## config.mk

```make
export PLATFORM = sky130hd
export DESIGN_NAME = kcu_ctrl
export DESIGN_NICKNAME = d
export VERILOG_FILES = /design/src/rtl/kcu_pkg.sv /design/src/rtl/kcu_ctrl.sv
export SDC_FILE = /design/constraint.sdc
export NUM_CORES = 1
export LEC_CHECK = 0
export BUFFER_PORTS_ARGS = -buffer_cell sky130_fd_sc_hd__buf_2
export CAP_MARGIN = 40
export CORE_AREA = 2 2 39 41
export CTS_BUF_LIST = sky130_fd_sc_hd__clkbuf_8
export CTS_CLUSTER_DIAMETER = 80
export DETAILED_ROUTE_END_ITERATION = 12
export DIE_AREA = 0 0 41 43
export PLACE_DENSITY_LB_ADDON = 0.05
export SYNTH_ARGS = -nofsm -noshare
export SYNTH_HDL_FRONTEND = slang
export SYNTH_SLANG_ARGS = --single-unit
```

## constraint.sdc

```tcl
create_clock -name clk -period 1.45 [get_ports clk]
set_clock_uncertainty 0.15 [all_clocks]
set_input_delay 0.0725 -clock clk [delete_from_list [all_inputs] [get_ports clk]]
set_output_delay 0.0725 -clock clk [all_outputs]
set_load 0.005 [all_outputs]
```

## src/rtl/kcu_pkg.sv

```systemverilog
// shared constants, types and helpers for the combination unranking block
`default_nettype none
package kcu_pkg;

	localparam int MAX_A     = 32;
	localparam int MAX_Z     = 32;
	localparam int TBL_COLS  = MAX_Z + 1;
	localparam int TBL_DEPTH = (MAX_A + 1) * TBL_COLS;
	localparam int ADDR_W    = $clog2(TBL_DEPTH);

	localparam int CNT_W  = 6;
	localparam int RANK_W = 30;
	localparam int VAL_W  = 30;
	localparam int PAT_W  = 64;
	localparam int LEN_W  = 7;

	localparam logic [VAL_W-1:0] SAT_VALUE = VAL_W'(1000000001);

	typedef struct packed {
		logic load;
		logic bld_rd;
		logic bld_wr;
		logic walk_init;
		logic walk_step;
		logic set_nf;
		logic emit;
	} cmd_t;

	typedef struct packed {
		logic bld_edge;
		logic bld_last;
		logic nf;
		logic empty;
		logic walk_done;
		logic out_free;
	} sts_t;

	function automatic logic [ADDR_W-1:0] tbl_addr(input logic [CNT_W-1:0] i,
		input logic [CNT_W-1:0] j);
		logic [ADDR_W-1:0] r;
		r = ADDR_W'(i) * ADDR_W'(TBL_COLS) + ADDR_W'(j);
		return r;
	endfunction

endpackage
`default_nettype wire

```

## src/rtl/kcu_ctrl.sv

```systemverilog
// controller: table build sequencing and per-item walk state machine
`default_nettype none
module kcu_ctrl (
	input  wire logic          clk,
	input  wire logic          arst_n,
	input  wire logic          in_valid,
	output logic               in_ready,
	input  wire kcu_pkg::sts_t sts,
	output kcu_pkg::cmd_t      cmd
);
	import kcu_pkg::*;

	localparam logic [2:0] ST_BUILD  = 3'd0;
	localparam logic [2:0] ST_IDLE   = 3'd1;
	localparam logic [2:0] ST_CHECK  = 3'd2;
	localparam logic [2:0] ST_WALK   = 3'd3;
	localparam logic [2:0] ST_FINISH = 3'd4;

	logic [2:0] state_q, state_d;
	logic       phase_q, phase_d;

	always_comb begin
		state_d  = state_q;
		phase_d  = phase_q;
		cmd      = '0;
		in_ready = 1'b0;
		unique case (state_q)
			ST_BUILD: begin
				// inner entries take a read of the row above, then the write
				if (phase_q) begin
					cmd.bld_wr = 1'b1;
					phase_d    = 1'b0;
				end else if (sts.bld_edge) begin
					cmd.bld_wr = 1'b1;
				end else begin
					cmd.bld_rd = 1'b1;
					phase_d    = 1'b1;
				end
				if (cmd.bld_wr && sts.bld_last) begin
					state_d = ST_IDLE;
				end
			end
			ST_IDLE: begin
				in_ready = 1'b1;
				if (in_valid) begin
					cmd.load = 1'b1;
					state_d  = ST_CHECK;
				end
			end
			ST_CHECK: begin
				if (sts.nf) begin
					cmd.set_nf = 1'b1;
					state_d    = ST_FINISH;
				end else if (sts.empty) begin
					state_d = ST_FINISH;
				end else begin
					cmd.walk_init = 1'b1;
					state_d       = ST_WALK;
				end
			end
			ST_WALK: begin
				cmd.walk_step = 1'b1;
				if (sts.walk_done) begin
					state_d = ST_FINISH;
				end
			end
			ST_FINISH: begin
				if (sts.out_free) begin
					cmd.emit = 1'b1;
					state_d  = ST_IDLE;
				end
			end
			default: begin
				state_d = ST_BUILD;
				phase_d = 1'b0;
			end
		endcase
	end

	always_ff @(posedge clk or negedge arst_n) begin
		if (!arst_n) begin
			state_q <= ST_BUILD;
			phase_q <= 1'b0;
		end else begin
			state_q <= state_d;
			phase_q <= phase_d;
		end
	end
endmodule
`default_nettype wire

```

Yosys cells after proc, flatten, opt, wreduce, memory -nomap -nowiden
Index checks and enable logic that the tools add are counted.
{"block": "totals", "ff_bits": 4, "output_inout_bits": 8, "word_cells": 39, "inputBits": 9}
{"block": "classes", "n_eq_ne": 8, "muxes": 25, "n_reduce_logical": 4}
{"op": "2-to-1 mux 3 bit", "count": 6}
{"op": "2-to-1 mux 1 bit", "count": 16}
{"op": "case mux 3 bit (5 select lines)", "count": 1}
{"op": "!= test 2 bit (second input constant)", "count": 4}
{"op": "equality test 3 x 2 -> 1 bit (second input constant)", "count": 2}
{"op": "AND reduction 4 bit", "count": 1}
{"op": "OR reduction 4 bit", "count": 1}
{"op": "equality test 3 x 1 -> 1 bit (second input constant)", "count": 1}
{"op": "equality test 3 bit (second input constant)", "count": 1}
{"op": "zero test 3 bit", "count": 1}
{"op": "2-to-1 mux 2 bit", "count": 1}
{"op": "case mux 1 bit (2 select lines)", "count": 1}
{"op": "logical AND 1 bit", "count": 1}

Logic depth before layout (Yosys ltp)
Gate-level depths: netlist (run 1).
{"block": "logic_depth", "depth_word": 6, "depth_mapped": 4, "ltp_nobuf": 3}

Least setup slack after synthesis (run 1)
Ideal clock, no wire load.
{"block": "synth_path", "path_type": "register to register", "startpoint": "reg state_q[1]", "endpoint": "reg phase_q", "setup_time_ns": 0.120, "path_stages_with_launch": 4, "path_slack_ns": 0.093, "arrival_ns": 1.087, "synth_period_minus_slack_ns": 1.357, "path_buffers": 1, "t_required_ns": 1.180, "cell_sequence": "dfrtp_1 -> buf_6 -> or3_4 -> a31o_2"}
{"block": "synth_via", "elab_chain_len": 3, "word_cells_on_any_way": 7, "cone_classes": "eq/ne: 4; mux: 1; reduce/logical: 2"}
{"element": "start: declaration", "line": "kcu_ctrl.sv:19", "source": "logic [2:0] state_q, state_d;"}
{"element": "start signal: assignment", "line": "kcu_ctrl.sv:85", "source": "state_q <= state_d;"}
{"element": "equality test 3 bit, or another cell as far along", "line": "kcu_ctrl.sv:27", "source": "unique case (state_q)"}
{"element": "OR reduction 4 bit (no source line)"}
{"element": "case mux 1 bit (2 select lines)", "line": "kcu_ctrl.sv:27"}
{"element": "end signal: assignment", "line": "kcu_ctrl.sv:86", "source": "phase_q <= phase_d;"}
{"element": "end: declaration", "line": "kcu_ctrl.sv:20", "source": "logic phase_q, phase_d;"}
Several ways; a longest one is shown, not always the timed one.
A chain may end at the register's enable or synchronous reset.

==> results.md, run 1 <==
- Root Driver: clkbuf_8
- Most frequent cell after synthesis: nor2_1
- Worst-Margin Slew: 227.5 ps
- Clock Latency Late Sink: 210 ps
- Layout cell share with drive strength beyond 1: 63.33%
- Sequential share of the synthesized area: 32.00%
- CP Data Arrival Time: 1300 ps
- Initial antenna violation count: 0
- Core Util, Final: 38.79%
- ANT cells: 0
- Core area: 1384 sq um
- R2R setup slack: 90 ps
- Row cnt: 14
- Final period util: 104.7%
- TritonCTS buffer count: 3
- Clock-pin slew on the worst setup and hold paths: 30 ps
- DR vias/cell: 4.539
- Clock Power Share: 20.9%
- Synth unique cells: 21
- Max incr delay on CP: 410 ps
- Synth async-reset ratio: 100.0%
- TritonCTS clock tree: built
- I/O pin count: 17
- CTS Sinks: 4
- IO Port Bufs: 16
- Area leader, netlist: dfrtp_1
- Status: finished with violations
- Cells along the critical path: or3_4 > nor3_4 > buf_2
- Pins Over Slew Limit: 0
- Peak supply drop: 0.5984 mV
- Post-Syn Nets: 47
- LEAKAGE: 0.0002613 uW
- Sw frac: 37.76%
- Setup TNS: -75.53 ps
- First-pass GRT wire length: 1587 microns
- RSZ-0062 raised after global routing: yes
- Post-synth EDFFs: 0
- Initial DRC Count: 4
- Nets: 71
- Synth area leaders: dfrtp_1, nand2b_1, nor2_1
- GP Congestion: 0.7498
- CP delay by family, top: simple AND/OR/NAND/NOR gates
- Slew HR: 84.72%
- Buf+Inv Stages, Crit Path: 1
- Failing checks: setup timing
- Post-synth top area share: 32.00%
- Chip Height: 43 microns
- Final ANT Viol Nets: 0
- Post-synth top flop: dfrtp_1
- Gr ovfl total: 0
- Die area: 1763 sq um
- Type of the worst setup path: reg -> out
- Largest net degree at the start of global routing: 9
- Final Setup Violations: 2
- Flop pwr share: 22.2%
- H-tree depth: 1
- GRT Overall Usage: 13.52%
- Vias in the first global route: 370
- CP Launch Type: flop
- Register bit total from synthesis: 4
- Final hold viol count: 0
- DRT Wirelength: 914 microns
- Area growth, synth to finish: 71.60%
- Worst Hold Class: in -> reg
- Max-cap violations: 0
- Wire length per cell: 12.03 microns
- Synth top cells by count: nor2_1, dfrtp_1, inv_1, nand2b_1, o21ai_0
- Pre-CTS WS: 78.15 ps
- Mapped Avg Cell Area: 8.232 sq um
- Combinational share of power: 56.9%
- Min cycle time layout: 1519 ps
- First-pass DRT Iterations: 2
- Internal Power: 686.4 uW
- Via count: 345
- Cell area after synthesis: 312.8 sq um
- Yosys warning count: 0
- NetSw: 416.5 uW
- Critical-path top delay cell: dfrtp_2
- Fin worst setup slack: -68.53 ps
- DP HPWL: 652.3 microns
- Post-Syn Instances: 38
- Initial Utilization: 22.60%
- Top fanout value on the critical path: 3
- Die Width: 41 microns
- Pwr/cell area: 2055 nW/um^2
- CP Capture Type: output pin
- Clock Path Buffers: 2
- Worst Path Required: 1230 ps
- Fmax: 0.6585 GHz
- Residual DRC: 0
==> power groups by stage <==
stage	clock (uW)	combinational [uW]	sequential, uW
detailed placement	0	455	247
finish	231	628	245
CTS	236	585	236
floorplan	0	363	202
global route	246	698	255
global placement	0	460	248
==> worst min-delay path, cell delays in order <==
cell and delay (ps):
buf_2 110, inv_1 40, a31o_2 140
==> cells in the final DEF (no fill, tap or decap), drive strengths merged <==
cell / n
nand2b: 3
inv: 3
a21oi: 1
and2b: 1
dfrtp: 4
clkbuf: 3
a211oi: 2
nand2: 2
nor4: 1
dlygate4sd3: 1
nor2: 5
nor3b: 1
buf: 21
nor2b: 1
or3: 1
o21ai: 3
a211o: 1
a31o: 2
and2: 1
nor3: 3
==> state kept, by name, summed over array words and instances (netlist names) <==
register  flops
phase_q       1
state_q       3
==> final cells by class <==
cell class	count	area (sq um)
Fill cell	148	847.1
Sequential cell	4	103.9
Tap cell	16	20.02
Inverter	3	11.26
Timing Repair Buffer	22	135.1
Clock buffer	3	41.29
Multi-Input combinational cell	28	225.2
==> cell families after synthesis <==
family	synth area share (%)
flip-flops	32.00
AO/OA/AOI/OAI	19.60
AND/OR/NAND/NOR	37.21
buffers and inverters	11.20
==> timing repair <==
item                                    in CTS  in global routing
hold buffers                                 1                  0
pin swaps                                    1                  2
resized for setup                            7                  8
setup buffers                                4                  0
endpoints found under the hold margin        4                  0
endpoints found under the setup margin       4                  7
==> metal layers <==
metal	vias to the layer above	routed length [microns]	global-route usage, %
met3	0	45	3.141
met1	161	345	16.67
met2	11	523	20.31
met4	0	0	8.000
met5	-	0	0
li1	173	-	-
==> worst paths after layout <==
kind | startpoint | end | cells after the start
max | state_q[1]$_DFFE_PN0P_ | cmd[5] | 3
min | sts[0] | state_q[2]$_DFFE_PN0P_ | 3
max reg2reg | state_q[1]$_DFFE_PN0P_ | state_q[0]$_DFFE_PN0P_ | 4
min reg2reg | state_q[2]$_DFFE_PN0P_ | state_q[1]$_DFFE_PN0P_ | 1
max in group asynchronous | arst_n | state_q[0]$_DFFE_PN0P_ | 2
min in group asynchronous | arst_n | phase_q$_DFFE_PN0N_ | 2
==> stage by stage <==
stage / cells / area [sq um] / hold slack, ps / total power [uW]
2_1_floorplan: 38 / 312.8 / -373.1 / 565.7
3_3_place_gp: 69 / 404.1 / -270.1 / 708.1
3_5_place_dp: 69 / 404.1 / -271.0 / 702.5
4_1_cts: 77 / 513.0 / 28.61 / 1057
5_1_grt: 76 / 536.8 / 52.11 / 1199
6_report: 76 / 536.8 / 31.71 / 1103
Note: power is estimated with default switching activity, not from simulation.
==> run 2, diff against run 1 <==
==> constraint.sdc (replaced) <==
create_clock -name clk -period 1.4 [get_ports clk]
set_clock_uncertainty 0.15 [all_clocks]
set_input_delay 0.07 -clock clk [delete_from_list [all_inputs] [get_ports clk]]
set_output_delay 0.07 -clock clk [all_outputs]
set_load 0.05 [all_outputs]
==> run 2 against run 1 <==
Effect of this change:
- the flow still finishes with violations (setup timing)
- sequential share of layout area down 3.1 points
- global-route usage is 0.63 points higher
- register-to-register slack worse by 50 ps
- final cell count up 3.9%
- critical path type unchanged
- sequential power down 16%
- setup slack lost 93 ps
- via count rose by 6.1%
- combinational power increased by 85%
- cell area grew 15%
- clock power is 3% higher
- routed wire length is 5.7% higher
==> results.md, run 2 (synthesis results as in run 1) <==
- Max reg flops: 3 (unchanged)
- First-pass GRT wire length: 1662 microns (+4.7%)
- Wire length per cell: 12.23 microns (+1.7%)
- Clock Latency Late Sink: 220 ps (about the same)
- DP HPWL: 703.9 microns (+7.9%)
- Chip Height: 43 microns (unchanged)
- Status: finished with violations
- Clock-pin slew on the worst setup and hold paths: 30 ps (about the same)
- GP Congestion: 0.7061 (-5.8%)
- Worst-Margin Slew: 290.8 ps (+63.29 ps)
- H-tree depth: 1 (unchanged)
- Largest registers: state_q (3), phase_q (1)
- DR vias/cell: 4.633 (+2.1%)
- Final hold viol count: 0 (unchanged)
- Initial DRC Count: 5 (+1)
- First-pass DRT Iterations: 4 (+2)
- Row cnt: 14 (unchanged)
- TritonCTS buffer count: 3 (unchanged)
- Core Util, Final: 44.48% (+5.7 points)
- Final ANT Viol Nets: 0 (unchanged)
- Most frequent cells in the layout: buf_2, buf_6, buf_4, dfrtp_1
- Buf+Inv Stages, Crit Path: 1 (unchanged)
- I/O pin count: 17 (unchanged)
- Max-cap violations: 0 (unchanged)
- Vias in the first global route: 420 (+14%)
- Top reg by flops: state_q
- Clock Path Buffers: 2 (unchanged)
- ANT cells: 0 (unchanged)
- Worst Hold Class: in -> async
- Slew HR: 80.54% (-4.2 points)
- Fmax: 0.6402 GHz
- Gr ovfl total: 0 (unchanged)
- Pwr/cell area: 2603 nW/um^2 (+27%)
- Initial Utilization: 22.60% (unchanged)
- Layout cell share with drive strength beyond 1: 65.08% (+1.7 points)
- Peak supply drop: 0.8948 mV (+50%)
- Largest net degree at the start of global routing: 11 (+2)
- CP Capture Type: output pin
- Die area: 1763 sq um (unchanged)
- Top sig layer: met4
- Fin worst setup slack: -162.0 ps (-93.42 ps)
- Root Driver: clkbuf_8
- Type of the worst setup path: reg -> out
- Hold slack: 38.37 ps (+6.653 ps)
- Worst Path Required: 1180 ps (-50 ps)
- CTS Sinks: 4 (unchanged)
- Final period util: 111.6%
- Max incr delay on CP: 420 ps (about the same)
- Cells along the critical path: or3_4 > nor3_4 > buf_6
- Min cycle time layout: 1562 ps
- Placed insts: 73 (+5.8%)
- CP delay by family, top: simple AND/OR/NAND/NOR gates
- Routed wl met2: 548 microns (+4.8%)
- Initial antenna violation count: 0 (unchanged)
- Via count: 366 (+6.1%)
- RSZ-0062 raised after global routing: yes
- Met3 WL: 35 microns (-22%)
- Top fanout value on the critical path: 3 (unchanged)
- Area growth, synth to finish: 96.80%
- Residual DRC: 0 (unchanged)
- Die Width: 41 microns (unchanged)
- Final Setup Violations: 6 (+4)
- Tot Pwr: 1602 uW (+45%)
- TritonCTS clock tree: built
- Final instance count without filler cells: 79 (+3.9%)
- IO Port Bufs: 16 (unchanged)
- Nets: 74 (+4.2%)
- Core area: 1384 sq um (unchanged)
- DRT Wirelength: 966 microns (+5.7%)
- DRT met1 WL: 374 microns (+8.4%)
- Critical-path top delay cell: or3_4
- Pre-CTS WS: -16.79 ps (-94.94 ps)
- CP Launch Type: flop
- LEAKAGE: 0.0002892 uW (+11%)
- CP Data Arrival Time: 1340 ps (+40 ps)
- Failing checks: setup timing
- R2R setup slack: 40 ps (-50 ps)
- Pins Over Slew Limit: 0 (unchanged)
- GRT Overall Usage: 14.16% (+0.63 points)
[run 2: cell count changes in the layout (fill, tap and decap cells not counted), moves of 3 or more]
cell     delta
buf_6       +6
dfrtp_1     +3
dfrtp_2     -3
buf_4       +5
buf_2       -8
[run 2: power by group]
group | internal [uW] | switching, uW | total (uW) | leakage, uW
combinational | 495 | 663 | 1160 | 0.000216
clock | 183 | 55.4 | 238 | 0.0000216
sequential | 169 | 36.9 | 206 | 0.0000520
total | 847 | 755 | 1600 | 0.000289
[run 2: layout make-up]
class	count	area, sq um
timing repair buffer	25	200.2
sequential	4	100.1
tap	16	20.02
clock buffer	3	41.29
multi-input combinational	28	242.7
inverter	3	11.26
fill	134	768.2
[run 2: repair_timing]
item | 4_1_cts | 5_1_grt
endpoints found under the hold margin | 4 | 0
gates cloned | 0 | 0
hold buffers | 1 | 0
endpoints found under the setup margin | 9 | 10
pin swaps | 1 | 2
buffers inserted | 2 | 0
gates resized for setup | 20 | 1
[run 2: path summary, 6_finish.rpt]
path                                         from                endpoint  depth (start not counted)
max reg2reg                state_q[0]$_DFFE_PN0P_     phase_q$_DFFE_PN0N_                          4
max                        state_q[0]$_DFFE_PN0P_                  cmd[5]                          3
min in group clk                           sts[2]  state_q[1]$_DFFE_PN0P_                          4
min                                        arst_n     phase_q$_DFFE_PN0N_                          2
max in group asynchronous                  arst_n  state_q[1]$_DFFE_PN0P_                          2
min reg2reg                   phase_q$_DFFE_PN0N_     phase_q$_DFFE_PN0N_                          2
[run 2: worst register-to-register path, delay by kind of cell (launching register included)]
family	cells	cell delay, ps
flops	1	370
compound gates	1	80
buf+inv	1	130
simple gates	2	570
[run 2: stage by stage]
stage          instance area [sq um]  setup TNS, ps
2_1_floorplan                  372.9         -314.9
3_3_place_gp                   484.2         -9.052
3_5_place_dp                   484.2         -18.76
4_1_cts                        610.6         -666.1
5_1_grt                        615.6          -1130
6_report                       615.6         -672.0
[run 2: metal layers]
metal | track usage (%) | vias up
li1 | - | 183
met5 | 0 | -
met4 | 12.00 | 0
met1 | 15.11 | 170
met2 | 22.50 | 11
met3 | 2.094 | 2
